<file path="src/bls_pkg.sv">
// shared constants, codes and controller/datapath interface types for the lifo stack
package bls_pkg;

  localparam int unsigned DEPTH_DEF = 16;
  localparam int unsigned WORD_W    = 32;
  localparam int unsigned CAP_W     = 5;
  localparam logic [CAP_W-1:0] CAP_RESET = 5'd16;

  localparam logic [1:0] ACT_PUSH    = 2'd0;
  localparam logic [1:0] ACT_POP     = 2'd1;
  localparam logic [1:0] ACT_PEEK    = 2'd2;
  localparam logic [1:0] ACT_DISPLAY = 2'd3;

  localparam logic [1:0] ST_OK       = 2'd0;
  localparam logic [1:0] ST_OVERFLOW = 2'd1;
  localparam logic [1:0] ST_EMPTY    = 2'd2;

  // commands from controller to datapath
  typedef struct packed {
    logic       we;
    logic       inc;
    logic       dec;
    logic       rd_idx;
    logic       idx_load;
    logic       idx_dec;
    logic       res_load;
    logic       word_rdata;
    logic [1:0] status;
    logic       last;
  } ctrl_cmd_t;

  // status from datapath to controller
  typedef struct packed {
    logic empty;
    logic full;
    logic idx_zero;
  } dp_status_t;

endpackage

</file>
<file path="src/bounded_lifo_stack.sv">
// top level of the bounded lifo stack of signed words
//
// An item is taken at a rising edge with start high and busy low. action_i selects
// push, pop, peek or display; push_value_i is used by push only.
// Each result sits on the result ports for one cycle with result_valid_o high;
// the receiver cannot stall, so every result must be taken as it appears.
// Push and every empty or overflow status: result in the next cycle, busy stays low,
// so such items can follow every cycle.
// Pop and peek: busy in state S_READ while the entry ram read completes; the word
// passes the ram read register and then the result registers, and busy holds off new items.
// Display of n elements: busy while they are read, one element per cycle from top to
// bottom, set by the single read port of the entry ram; last_of_run_o marks the last.
// The capacity register is written through cfg_valid_i/cfg_ready_o while idle;
// ready is low while busy. A value above the built depth acts as the depth.
// Reset empties the stack and sets the capacity to sixteen; the ram needs no clearing
// since only entries below the fill count are ever read.
module bounded_lifo_stack #(
  parameter int unsigned DEPTH = bls_pkg::DEPTH_DEF
) (
  input  logic                              clk_i,
  input  logic                              rst_ni,
  input  logic                              start,
  output logic                              busy,
  input  logic [1:0]                        action_i,
  input  logic signed [bls_pkg::WORD_W-1:0] push_value_i,
  input  logic                              cfg_valid_i,
  output logic                              cfg_ready_o,
  input  logic [bls_pkg::CAP_W-1:0]         cfg_data_i,
  output logic                              result_valid_o,
  output logic signed [bls_pkg::WORD_W-1:0] word_out_o,
  output logic [1:0]                        status_o,
  output logic                              last_of_run_o,
  output logic                              is_empty_o,
  output logic                              is_full_o
);
  import bls_pkg::*;

  ctrl_cmd_t  cmd;
  dp_status_t dp_status;
  logic       busy_int;

  bls_ctrl u_ctrl (
    .clk_i    (clk_i),
    .rst_ni   (rst_ni),
    .start    (start),
    .action_i (action_i),
    .status_i (dp_status),
    .cmd_o    (cmd),
    .busy_o   (busy_int)
  );

  bls_dpath #(
    .DEPTH (DEPTH)
  ) u_dpath (
    .clk_i          (clk_i),
    .rst_ni         (rst_ni),
    .cmd_i          (cmd),
    .status_o       (dp_status),
    .push_value_i   (push_value_i),
    .cfg_we_i       (cfg_valid_i && cfg_ready_o),
    .cfg_data_i     (cfg_data_i),
    .result_valid_o (result_valid_o),
    .word_out_o     (word_out_o),
    .res_status_o   (status_o),
    .last_of_run_o  (last_of_run_o),
    .is_empty_o     (is_empty_o),
    .is_full_o      (is_full_o)
  );

  assign busy        = busy_int;
  assign cfg_ready_o = !busy_int;

endmodule

</file>
<file path="src/bls_ram.sv">
// generic single-write, single-read ram with registered read data
module bls_ram #(
  parameter int unsigned WIDTH = 32,
  parameter int unsigned DEPTH = 16
) (
  input  logic                     clk_i,
  input  logic                     we_i,
  input  logic [$clog2(DEPTH)-1:0] waddr_i,
  input  logic [WIDTH-1:0]         wdata_i,
  input  logic [$clog2(DEPTH)-1:0] raddr_i,
  output logic [WIDTH-1:0]         rdata_o
);

  logic [WIDTH-1:0] mem_q [DEPTH];
  logic [WIDTH-1:0] rdata_q;

  always_ff @(posedge clk_i) begin
    if (we_i) begin
      mem_q[waddr_i] <= wdata_i;
    end
    rdata_q <= mem_q[raddr_i];
  end

  assign rdata_o = rdata_q;

endmodule

</file>
<file path="src/bls_ctrl.sv">
// controller state machine sequencing push, pop, peek and display
module bls_ctrl (
  input  logic               clk_i,
  input  logic               rst_ni,
  input  logic               start,
  input  logic [1:0]         action_i,
  input  bls_pkg::dp_status_t status_i,
  output bls_pkg::ctrl_cmd_t  cmd_o,
  output logic               busy_o
);
  import bls_pkg::*;

  typedef enum logic [1:0] {
    S_IDLE,
    S_READ,
    S_DISP
  } state_e;

  state_e state_q, state_d;

  always_comb begin
    cmd_o   = '0;
    cmd_o.last   = 1'b1;
    cmd_o.status = ST_OK;
    state_d = state_q;
    unique case (state_q)
      S_IDLE: begin
        if (start) begin
          unique case (action_i)
            ACT_PUSH: begin
              cmd_o.res_load = 1'b1;
              if (status_i.full) begin
                cmd_o.status = ST_OVERFLOW;
              end else begin
                cmd_o.we  = 1'b1;
                cmd_o.inc = 1'b1;
              end
            end
            ACT_POP: begin
              if (status_i.empty) begin
                cmd_o.res_load = 1'b1;
                cmd_o.status   = ST_EMPTY;
              end else begin
                // read top now, count drops at this edge
                cmd_o.dec = 1'b1;
                state_d   = S_READ;
              end
            end
            ACT_PEEK: begin
              if (status_i.empty) begin
                cmd_o.res_load = 1'b1;
                cmd_o.status   = ST_EMPTY;
              end else begin
                state_d = S_READ;
              end
            end
            ACT_DISPLAY: begin
              if (status_i.empty) begin
                cmd_o.res_load = 1'b1;
                cmd_o.status   = ST_EMPTY;
              end else begin
                cmd_o.idx_load = 1'b1;
                state_d        = S_DISP;
              end
            end
            default: ;
          endcase
        end
      end
      S_READ: begin
        cmd_o.res_load   = 1'b1;
        cmd_o.word_rdata = 1'b1;
        state_d          = S_IDLE;
      end
      S_DISP: begin
        cmd_o.res_load   = 1'b1;
        cmd_o.word_rdata = 1'b1;
        cmd_o.last       = status_i.idx_zero;
        if (status_i.idx_zero) begin
          state_d = S_IDLE;
        end else begin
          // fetch the next element down while this one goes out
          cmd_o.rd_idx  = 1'b1;
          cmd_o.idx_dec = 1'b1;
        end
      end
      default: state_d = S_IDLE;
    endcase
  end

  always_ff @(posedge clk_i or negedge rst_ni) begin
    if (!rst_ni) begin
      state_q <= S_IDLE;
    end else begin
      state_q <= state_d;
    end
  end

  assign busy_o = (state_q != S_IDLE);

endmodule

</file>
<file path="src/bls_dpath.sv">
// datapath: fill count, capacity register, display index, entry ram and result registers
module bls_dpath #(
  parameter int unsigned DEPTH = bls_pkg::DEPTH_DEF
) (
  input  logic                              clk_i,
  input  logic                              rst_ni,
  input  bls_pkg::ctrl_cmd_t                cmd_i,
  output bls_pkg::dp_status_t               status_o,
  input  logic signed [bls_pkg::WORD_W-1:0] push_value_i,
  input  logic                              cfg_we_i,
  input  logic [bls_pkg::CAP_W-1:0]         cfg_data_i,
  output logic                              result_valid_o,
  output logic signed [bls_pkg::WORD_W-1:0] word_out_o,
  output logic [1:0]                        res_status_o,
  output logic                              last_of_run_o,
  output logic                              is_empty_o,
  output logic                              is_full_o
);
  import bls_pkg::*;

  localparam int unsigned AW   = $clog2(DEPTH);
  localparam int unsigned CW   = $clog2(DEPTH + 1);
  localparam int unsigned CMPW = (CW > CAP_W) ? CW : CAP_W;

  logic [CW-1:0]    count_q, count_d;
  logic [CAP_W-1:0] cap_q;
  logic [AW-1:0]    idx_q, idx_d;
  logic [AW-1:0]    raddr;
  logic [WORD_W-1:0] rdata;

  logic              valid_q;
  logic [WORD_W-1:0] word_q;
  logic [1:0]        stat_q;
  logic              last_q, empty_q, full_q;

  // full once the count reaches the smaller of capacity and depth
  function automatic logic full_f(input logic [CW-1:0] c, input logic [CAP_W-1:0] cap);
    return (CMPW'(c) >= CMPW'(cap)) || (c == CW'(DEPTH));
  endfunction

  always_comb begin
    count_d = count_q;
    if (cmd_i.inc) begin
      count_d = count_q + CW'(1);
    end else if (cmd_i.dec) begin
      count_d = count_q - CW'(1);
    end
  end

  always_comb begin
    idx_d = idx_q;
    if (cmd_i.idx_load) begin
      idx_d = AW'(count_q - CW'(1));
    end else if (cmd_i.idx_dec) begin
      idx_d = idx_q - AW'(1);
    end
  end

  assign raddr = cmd_i.rd_idx ? (idx_q - AW'(1)) : AW'(count_q - CW'(1));

  bls_ram #(
    .WIDTH (WORD_W),
    .DEPTH (DEPTH)
  ) u_ram (
    .clk_i   (clk_i),
    .we_i    (cmd_i.we),
    .waddr_i (AW'(count_q)),
    .wdata_i (push_value_i),
    .raddr_i (raddr),
    .rdata_o (rdata)
  );

  always_ff @(posedge clk_i or negedge rst_ni) begin
    if (!rst_ni) begin
      count_q <= '0;
      cap_q   <= CAP_RESET;
      idx_q   <= '0;
      valid_q <= 1'b0;
    end else begin
      count_q <= count_d;
      idx_q   <= idx_d;
      valid_q <= cmd_i.res_load;
      if (cfg_we_i) begin
        cap_q <= cfg_data_i;
      end
    end
  end

  always_ff @(posedge clk_i) begin
    if (cmd_i.res_load) begin
      word_q  <= cmd_i.word_rdata ? rdata : '0;
      stat_q  <= cmd_i.status;
      last_q  <= cmd_i.last;
      empty_q <= (count_d == '0);
      full_q  <= full_f(count_d, cap_q);
    end
  end

  assign status_o.empty    = (count_q == '0);
  assign status_o.full     = full_f(count_q, cap_q);
  assign status_o.idx_zero = (idx_q == '0);

  assign result_valid_o = valid_q;
  assign word_out_o     = word_q;
  assign res_status_o   = stat_q;
  assign last_of_run_o  = last_q;
  assign is_empty_o     = empty_q;
  assign is_full_o      = full_q;

endmodule
</file>
<file path="config.mk">
export PLATFORM = sky130hd
export DESIGN_NAME = bounded_lifo_stack
export DESIGN_NICKNAME = d
export VERILOG_FILES = /design/src/bls_pkg.sv /design/src/bounded_lifo_stack.sv /design/src/bls_ram.sv /design/src/bls_ctrl.sv /design/src/bls_dpath.sv
export SDC_FILE = /design/constraint.sdc
export NUM_CORES = 1
export LEC_CHECK = 0
export ABC_AREA = 1
export BUFFER_PORTS_ARGS = -buffer_cell sky130_fd_sc_hd__buf_2
export CAP_MARGIN = 0
export CORE_ASPECT_RATIO = 0.75
export CORE_UTILIZATION = 55
export CTS_CLUSTER_SIZE = 12
export DETAILED_ROUTE_END_ITERATION = 7
export GPL_ROUTABILITY_DRIVEN = 0
export PLACE_DENSITY = 0.72
export SLEW_MARGIN = 20
export SYNTH_ARGS = -nofsm -noshare
export SYNTH_HDL_FRONTEND = slang
export SYNTH_SLANG_ARGS = --single-unit
</file>
<file path="constraint.sdc">
create_clock -name clk_i -period 10.45 [get_ports clk_i]
set_input_delay 0.5225 -clock clk_i [delete_from_list [all_inputs] [get_ports clk_i]]
set_output_delay 0.5225 -clock clk_i [all_outputs]
set_load 0.03 [all_outputs]
</file>
# Word-level counts from Yosys, hierarchy flattened
# Memories as Yosys holds them, arrays and structs flattened. A register that Yosys moved wholly into a read port is not among the register bits.
# Cells that the tools add are included.
# classes
n_addsub,3
mul,0
div_mod_pow,0
order_cmp,2
eq_ne,12
shifts,0
mux,32
bitwise,0
n_reduce_logical,16
# ops
operator,count
$mux W2,7
$mux W1,13
$mux W4,3
$pmux W2 S2,3
$eq A5 B5 Y1 const B,2
$ge A5 B5 Y1,2
$logic_not A5 Y1,2
$mux W5,2
$ne A3 B3 Y1 const B,3
$eq A2 B2 Y1 const B,3
$mux W3,2
$add A5 B1 Y5 const B,1
$reduce_and A5 Y1,1
$sub A5 B1 Y5 const B,1
$eq A2 B1 Y1 const B,2
$logic_not A2 Y1,2
$logic_not A4 Y1,1
$pmux W1 S2,2
$reduce_bool A2 Y1,2
$reduce_or A2 Y1,2
$sub A4 B1 Y4 const B,1
$reduce_or A3 Y1,1
$logic_or A1 B1 Y1,2
$ne A2 B1 Y1 const B,1
other kinds (4),4
# word_totals
register_bits,54
latchBits,0
ramBits,512
romBits,0
in_bits,43
out_inout_bits,40
elab_cells,76
n_memories,1
# mem_list
name,depth,word_bits,read_ports,rd_ports_with_merged_regs,write_ports,line_no,text
u_dpath.u_ram.mem_q,16,32,1,1,1,bls_ram.sv:14,logic [WIDTH-1:0] mem_q [DEPTH];

# Longest topological paths before layout
# Gate-level depths: netlist of run 1.
# logic_depth
depth_word,10
mapped_depth,19
depth_no_buf,19

# Modules after synthesis
# From an unflattened synthesis of run 1, not the netlist that was laid out.
# hier_totals
cells_unflattened,2434
hier_area_um2,25599.6
# modules_own_cells
mod,instances,cells_per_inst,area_each_um2,seq_area_each_um2
bls_ram,1,2120,22730.6,16015.4
bls_dpath,1,260,2504.9,1487.7
bls_ctrl,1,51,350.3,50.0
bounded_lifo_stack,1,3,13.8,0.0

# Worst setup path before layout of run 1
# No wires, ideal clock.
# synth_timing
path_type,flip-flop to flip-flop
from,register u_ctrl.state_q[0]
to,register u_dpath.empty_q (netlist: u_dpath.is_empty_o) (enable)
setup_time_ps,445
t_arrival_ps,3062
t_required_ps,10005
path_slack_ps,6943
path_stages_with_launch,7
path_buffers,0
synth_period_minus_slack_ps,3507
cell_sequence,dfrtp_1 inv_1 ha_1 nand2_1 inv_1 o21ai_0 a21oi_1
# synth_rtl
element,line_no,text
start: declaration,bls_ctrl.sv:19,"state_e state_q, state_d;"
start signal: assignment,bls_ctrl.sv:95,state_q <= state_d;
end signal: assignment,bls_dpath.sv:94,empty_q <= (count_d == '0);
end: declaration,bls_dpath.sv:34,"logic last_q, empty_q, full_q;"

# Worst setup path in the final report of run 1
# layout_timing
from,register u_dpath.idx_q[0]
to,"register u_dpath.u_ram.rdata_q[10] (netlist: u_dpath.u_ram.rdata_o[10]), read port of u_dpath.u_ram.mem_q"
# layout_via
elab_chain_len,4
elab_cells_between_ends,5
classes_between,add/sub (1); mux (3); reduce/logical (1)
# layout_rtl
element,line_no,text
start: declaration,bls_dpath.sv:27,"logic [AW-1:0] idx_q, idx_d;"
start signal: assignment,bls_dpath.sv:81,idx_q <= idx_d;
"parallel branches: the longest is 3 deep, another holds $sub A4 B1 Y4",n/a,
$mux W4 *,bls_dpath.sv:59,assign raddr = cmd_i.rd_idx ? (idx_q - AW'(1)) : AW'(count_q - CW'(1));
end: declaration,bls_ram.sv:15,logic [WIDTH-1:0] rdata_q;
# Every way passes the cells marked *.
# A chain may end at the register's enable or synchronous reset.

==> reports/results.ini, run 1 <==
[detailed_routing]
dr_wl_met2_um=28560
vias_per_cell=5.677
vias=16990
dr_wl_met3_um=5171
highest_layer=met5
drtIter0Drc=1915
m1WireLength_um=25970
drt-total-wl_um=60930
ant_nets=0
drt-pass1-iter-count=5
routedWlPerCell_um=20.36
drcViolationCount=0

[synthesis]
yosysWarningCount=0
syn-num-nets=2395
yosysSeqAreaShare_pct=68.75
syn_area_per_cell_um2=10.97
syn_area_mm2=0.02553
syn-instance-count=2328
synth_cell_types=36
ys_ff_latch=598

[sta]
slew_violations=0
skew_ns=0.03005
finalSetupTns_ns=0
rsz0062_at_grt=false
tightest_slew_ns=1.174
period_minus_slack_ns=4.442
min_period_over_period_pct=42.51
fmax_ghz=0.2251
slew_headroom_pct=21.70
finalHoldViolCount=0
finalSetupViolations=0

[floorplan]
fp.dieH_um=188.6
start_util_pct=56.40
dieArea_mm2=0.04729
row_count=67
die_w_um=250.8
pin_count=83
core_area_mm2=0.04527

[global_route]
antenna_found_initial=3
grt_use_total_pct=26.04
grt_pass1_vias=16210
overflow=0
grt_pass1_wl_um=93850
grt_max_degree=169

[pwr]
p_int_mw=5.058
pwr-share-comb_pct=45.9
p_seq_share_pct=33.1
powerDensity_mw_per_mm2=319.5
netSwitchingFraction_pct=43.52
vdd_ir_drop_max_uv=316.1
power_switching_mw=3.897
p_leak_nw=11.47
power.share.clock_pct=21.0

[clock_tree]
cts.sinks=598
clk_path_buf_depth=3
post-cts-setup-buffers=0
cts_buffers=57
cts_tree=built
cts-root-buf=clkbuf_16
clk_pin_slew_ns=0.06
insertion_delay_ns=0.61
h-tree-depth=2

[cells_and_area]
finish.utilization_pct=61.92
layout_common_cells=nand2_1 (632), edfxtp_1 (549), nand3_1 (528), inv_1 (264), buf_2 (82)
syn_to_final_growth_pct=9.782
final_cells=2993
fillerInstances=3532
layout.nets=2430
final_common_cell=nand2_1
drive_gt1_share_pct=8.894

[worst_hold_path]
hp-class=in2reg

[setup_path]
end_kind=flop
worstPathRequired_ns=10.94
critPathKind=reg2reg
cp.arrival_ns=4.93
startpoint_type=flop
worstPathMaxFanout=168

[placed_design]
post-dp-hpwl_um=29010
dpl.cell_count=2889
io_buffers=82

[flow_run]
drv_cap=0

[outcome]
status=complete, no violations

[area by class of cell]
class,instances,area (um^2),share of cell area [%]
clock inverter,8,62.56,0.2232
sequential,598,17550,62.63
clock buffer,94,1585,5.656
inverter,269,1011,3.607
timing repair buffer,114,653.1,2.330
antenna,1,2.502,0.008928
tap,586,733.2,2.616
multi-input combinational,1323,6427,22.93
[critical path, stage by stage (launching register included)]
cell     delay [ns]
dfrtp_1        0.41
inv_1          0.11
ha_1           0.21
nand3_2        0.12
nand2_2        0.36
nand2_8        0.52
nand2_8        0.92
buf_4          0.85
nand2_1        0.15
nand3_1        0.14
nand3_1        0.11
nand3_1        0.11
nand2_1        0.07
[cell usage after synthesis, drive strengths merged]
cell type,number,area [um^2]
nand2,635,2391
edfxtp,549,16490
nand3,532,2683
inv,268,1006
buf,119,664.4
nand3b,64,480.5
dfxtp,32,640.6
nor2,31,126.4
ha,24,300.3
clkbuf,19,71.32
dfrtp,16,400.4
a21oi,13,68.82
xor2,6,52.55
o21ai,4,20.02
o221ai,3,26.28
nand4,2,12.51
a21o,1,7.510
clkinv,1,5.000
dfstp,1,26.28
mux2,1,11.26
nor3,1,5.000
nor4,1,6.260
o211ai,1,7.510
o21a,1,8.760
o21bai,1,7.510
o31ai,1,7.510
xnor2,1,8.760
[kinds of logic (layout without fill, tap and decap cells)]
| group | after synthesis | in the layout | synth area share [%] |
|---|---|---|---|
| XOR/XNOR | 7 | 7 | 0.2401 |
| adder cells (fa/ha/maj) | 24 | 24 | 1.176 |
| buffers and inverters | 407 | 485 | 6.841 |
| other | 0 | 1 | 0 |
| flip-flops | 598 | 598 | 68.75 |
| AO/OA/AOI/OAI | 25 | 25 | 0.6029 |
| AND/OR/NAND/NOR | 1266 | 1266 | 22.34 |
| multiplexers | 1 | 1 | 0.04410 |
[what timing repair did]
item / 4_1_cts / 5_1_grt
hold endpoints to repair: 16 / 0
resized for setup: 0 / 0
hold buffers: 1 / 0
[per-layer routing]
| layer | vias up | GRT usage [%] |
|---|---|---|
| met5 | - | 0 |
| met4 | 2 | 7.150 |
| met3 | 104 | 3.896 |
| met2 | 760 | 41.76 |
| met1 | 8203 | 37.34 |
| li1 | 7923 | - |
[metrics by stage]
step           power [mW]  cell area (um^2)  hold slack [ns]  setup WS [ns]
2_1_floorplan       6.062             25530           0.2269          6.943
3_3_place_gp        7.002             26370           0.4674          6.169
3_5_place_dp        7.086             26370           0.4747          6.004
4_1_cts             8.969             28030           0.1334          5.946
5_1_grt             9.536             28030           0.1417          5.593
6_report            8.955             28030           0.1570          6.008
[power groups by stage]
| stage | clock network, mW | registers [mW] | logic (mW) |
|---|---|---|---|
| 2_1_floorplan | 0 | 3.16 | 2.91 |
| 3_3_place_gp | 0 | 3.02 | 3.99 |
| 3_5_place_dp | 0 | 3.02 | 4.07 |
| 4_1_cts | 1.91 | 2.97 | 4.09 |
| 5_1_grt | 2.01 | 2.99 | 4.54 |
| 6_report | 1.88 | 2.97 | 4.11 |
[sequential cells by signal (all words and copies together) (netlist names), 2 cells and up]
register and cells:
u_dpath.count_q 5, u_dpath.idx_q 4, u_dpath.u_ram.mem_q 512, u_dpath.word_out_o 32
u_dpath.cap_q 5, u_dpath.res_status_o 2, u_dpath.u_ram.rdata_o 32, u_ctrl.state_q 2
[path summary, 6_finish.rpt]
| kind | to | startpoint | cells past startpoint | slack (ns) |
|---|---|---|---|---|
| max | u_dpath.u_ram.rdata_o[10] | u_dpath.idx_q[0] | 12 | 6.01 |
| min | u_dpath.cap_q[4] | cfg_data_i[4] | 3 | 0.16 |
| max reg2reg | u_dpath.u_ram.rdata_o[10] | u_dpath.idx_q[0] | 12 | 6.01 |
| min reg2reg | u_dpath.word_out_o[30] | u_dpath.u_ram.rdata_o[30] | 2 | 0.49 |
| max in group asynchronous | u_dpath.cap_q[4] | rst_ni | 2 | 9.74 |
| min in group asynchronous | u_dpath.count_q[2] | rst_ni | 2 | 0.39 |
(Power assumes the default switching activity.)
==> run 2: changes to the inputs <==
- ABC_AREA: 1 -> 0
- clock period: 10.45 -> 4.4 ns (I/O delays scaled with it)
==> run 2 against run 1 <==
Effect of this change:
- fmax is 25% higher
- first-iteration DRC count is 21% lower
- sequential cell count stayed put
- register-to-register slack worse by 5.1 ns
- worst setup slack worse by 5.1 ns
- sequential share of layout area is 2.6 points higher
- non-clock buffer count is 45 higher
- total power is 140% higher
- synthesized area is 7.5% lower
- global-route usage is 0.79 points lower
- synthesized cell count is 32% lower
- largest cell class unchanged
- largest power group unchanged
- highest routed layer is now met4
==> reports/results.ini, run 2 <==
[outcome]
status=complete, no violations

[floorplan]
die_w_um=241.3
pin_count=83
fp.dieH_um=181.5
core_area_mm2=0.04221
row_count=65
start_util_pct=55.95
dieArea_mm2=0.04378

[setup_path]
end_kind=flop
path_cells=inv_1, ha_1, or3b_1, a311o_2, buf_12, mux2i_1, a221oi_1, nand3_1, nand3_1
cp_slowest_stage_delay_ns=0.77
cp_common_cell=nand3_1
critical_path_buf_inv_count=2
critPathKind=reg2reg
cp.arrival_ns=4.08
cpLargestDelayFamily=compound AO/OA/AOI/OAI gates
worst_path_max_delay_cell=a311o_2
worstPathMaxFanout=52
worstPathRequired_ns=4.94
startpoint_type=flop

[sta]
slew_violations=0
fmax_ghz=0.2824
finalSetupViolations=0
slew_headroom_pct=28.37
finalWorstSetupSlack_ns=0.8586
tightest_slew_ns=1.072
rsz0062_at_grt=false
finalSetupTns_ns=0
skew_ns=0.01651
finalHoldViolCount=0
min_period_over_period_pct=80.49
period_minus_slack_ns=3.541

[cells_and_area]
final_cells=2336
finish.utilization_pct=63.75
stdcell_area_mm2=0.02691
layout.nets=1794
drive_gt1_share_pct=12.68
fillerInstances=3049
largest_reg_flops=512
syn_to_final_growth_pct=13.94
layout_common_cells=edfxtp_1 (549), nand2_1 (272), nand3_1 (207), mux2i_1 (143), buf_2 (82)
top_register=u_dpath.u_ram.mem_q
final_common_cell=edfxtp_1
n_antenna_cell=0

[synthesis]
synth_cell_types=55
synth_area_leader_cell=edfxtp_1
ys_ff_latch=598
syn-instance-count=1593
synthArstFlopShare_pct=2.843
yosysMostFrequentCell=edfxtp_1
syn_area_per_cell_um2=14.83
yosysWarningCount=0
synth_area_leaders=edfxtp_1 (70%), mux2i_1 (6.1%), nand3_1 (4.4%)
yosysSeqAreaShare_pct=74.33
syn_area_mm2=0.02362
yosysTopAreaCellShare_pct=69.81
synthFlopType=edfxtp_1
synth-edff-count=549
ys_top_cells_by_count=edfxtp_1 (549), nand2_1 (273), nand3_1 (207)
syn-num-nets=1660

[clock_tree]
clk_path_buf_depth=3
insertion_delay_ns=0.61
cts_tree=built
h-tree-depth=2
cts-root-buf=clkbuf_16
post-cts-setup-buffers=0
cts.sinks=598
clk_pin_slew_ns=0.07
cts_buffers=57

[detailed_routing]
routedWlPerCell_um=23.27
ant_nets=0
drcViolationCount=0
drt-total-wl_um=54360
drt-pass1-iter-count=7
drtIter0Drc=1514
vias=13880
vias_per_cell=5.940

[placed_design]
io_buffers=82
post-dp-hpwl_um=28010
dpl_cell_area_mm2=0.02486
dp_slack_ns=0.9414
dpl.cell_count=2199

[pwr]
vdd_ir_drop_max_uv=727.6
powerDensity_mw_per_mm2=793.9
p_leak_nw=9.572

[global_route]
grt_use_total_pct=25.25
grt_pass1_wl_um=81920
antenna_found_initial=0
overflow=0
grt_max_degree=89
grt_pass1_vias=13650

[worst_hold_path]
hp-class=in2reg

[flow_run]
drv_cap=0

## run 2: cell count changes in the layout (fill, tap and decap cells not counted), moves of 22 or more
| cell | previous run | this run |
|---|---|---|
| and2_1 | 0 | 36 |
| nand2_1 | 632 | 272 |
| nand3_1 | 528 | 207 |
| mux2i_1 | 0 | 143 |
| inv_1 | 264 | 19 |
| nand3b_1 | 64 | 1 |
| a221oi_1 | 0 | 50 |
| dlygate4sd3_1 | 1 | 38 |
| o21ai_1 | 0 | 22 |
## run 2: final timing paths
kind                                            end  slack (ns)                      from  cells after the start
setup / recovery           u_dpath.u_ram.rdata_o[1]        0.86          u_dpath.idx_q[0]                      9
hold / removal              u_dpath.res_status_o[1]        0.05                     start                      3
setup reg to reg           u_dpath.u_ram.rdata_o[1]        0.86          u_dpath.idx_q[0]                      9
hold reg to reg               u_dpath.word_out_o[6]        0.51  u_dpath.u_ram.rdata_o[6]                      1
max in group asynchronous          u_dpath.cap_q[4]        3.96                    rst_ni                      2
min in group asynchronous          u_dpath.idx_q[2]        0.10                    rst_ni                      2
## run 2: power by group
part           internal, mW  switching (mW)
Sequential             6.90           0.217
Combinational          3.20            6.50
Clock                  2.53            2.01
Total                  12.6            8.73
## run 2: timing repair
action                    4_1_cts  5_1_grt
gates resized for setup         0        0
hold buffers                   38        0
hold endpoints to repair      510        0
## run 2: layer usage
metal | track usage, % | wire length (um) | vias up
li1 | - | - | 6254
met1 | 38.07 | 23840 | 6875
met2 | 37.86 | 24590 | 643
met3 | 4.287 | 4447 | 103
met4 | 7.646 | 1477 | 0
met5 | 0 | 0 | -
## run 2: stage by stage
step	power, mW	hold WS [ns]
final	21.36	0.05185
after floorplan	14.06	-0.07559
after CTS	21.42	0.02659
after global placement	16.66	0.1826
after global routing	22.50	0.06671
after detailed placement	16.83	0.1839
## run 2: cells by family (layout without fill, tap and decap cells)
| kind of cell | count (synthesis) | in the layout | share of synthesized area (%) |
|---|---|---|---|
| DFF | 598 | 598 | 74.33 |
| and+or+nand+nor | 566 | 566 | 10.90 |
| muxes | 150 | 150 | 6.421 |
| AOI/OAI and AO/OA | 141 | 141 | 4.307 |
| buffers and inverters | 103 | 277 | 2.363 |
| adders and majority gates | 24 | 24 | 1.272 |
| xor gates and xnor gates | 11 | 11 | 0.4079 |
## run 2: worst reg2reg max path: stages, from the launching register on
cell and delay, ns:
dfrtp_1 0.45, inv_1 0.13, ha_1 0.25, or3b_1 0.51, a311o_2 0.77, buf_12 0.35
mux2i_1 0.21, a221oi_1 0.51, nand3_1 0.18, nand3_1 0.12
## run 2: final cells by class
class	instances	area, um^2	area share [%]
inverter	19	71.32	0.2650
timing repair buffer	159	1209	4.492
clock buffer	90	1560	5.798
sequential	598	17550	65.23
multi-input combinational	892	5692	21.15
tap	569	711.9	2.646
clock inverter	9	112.6	0.4185
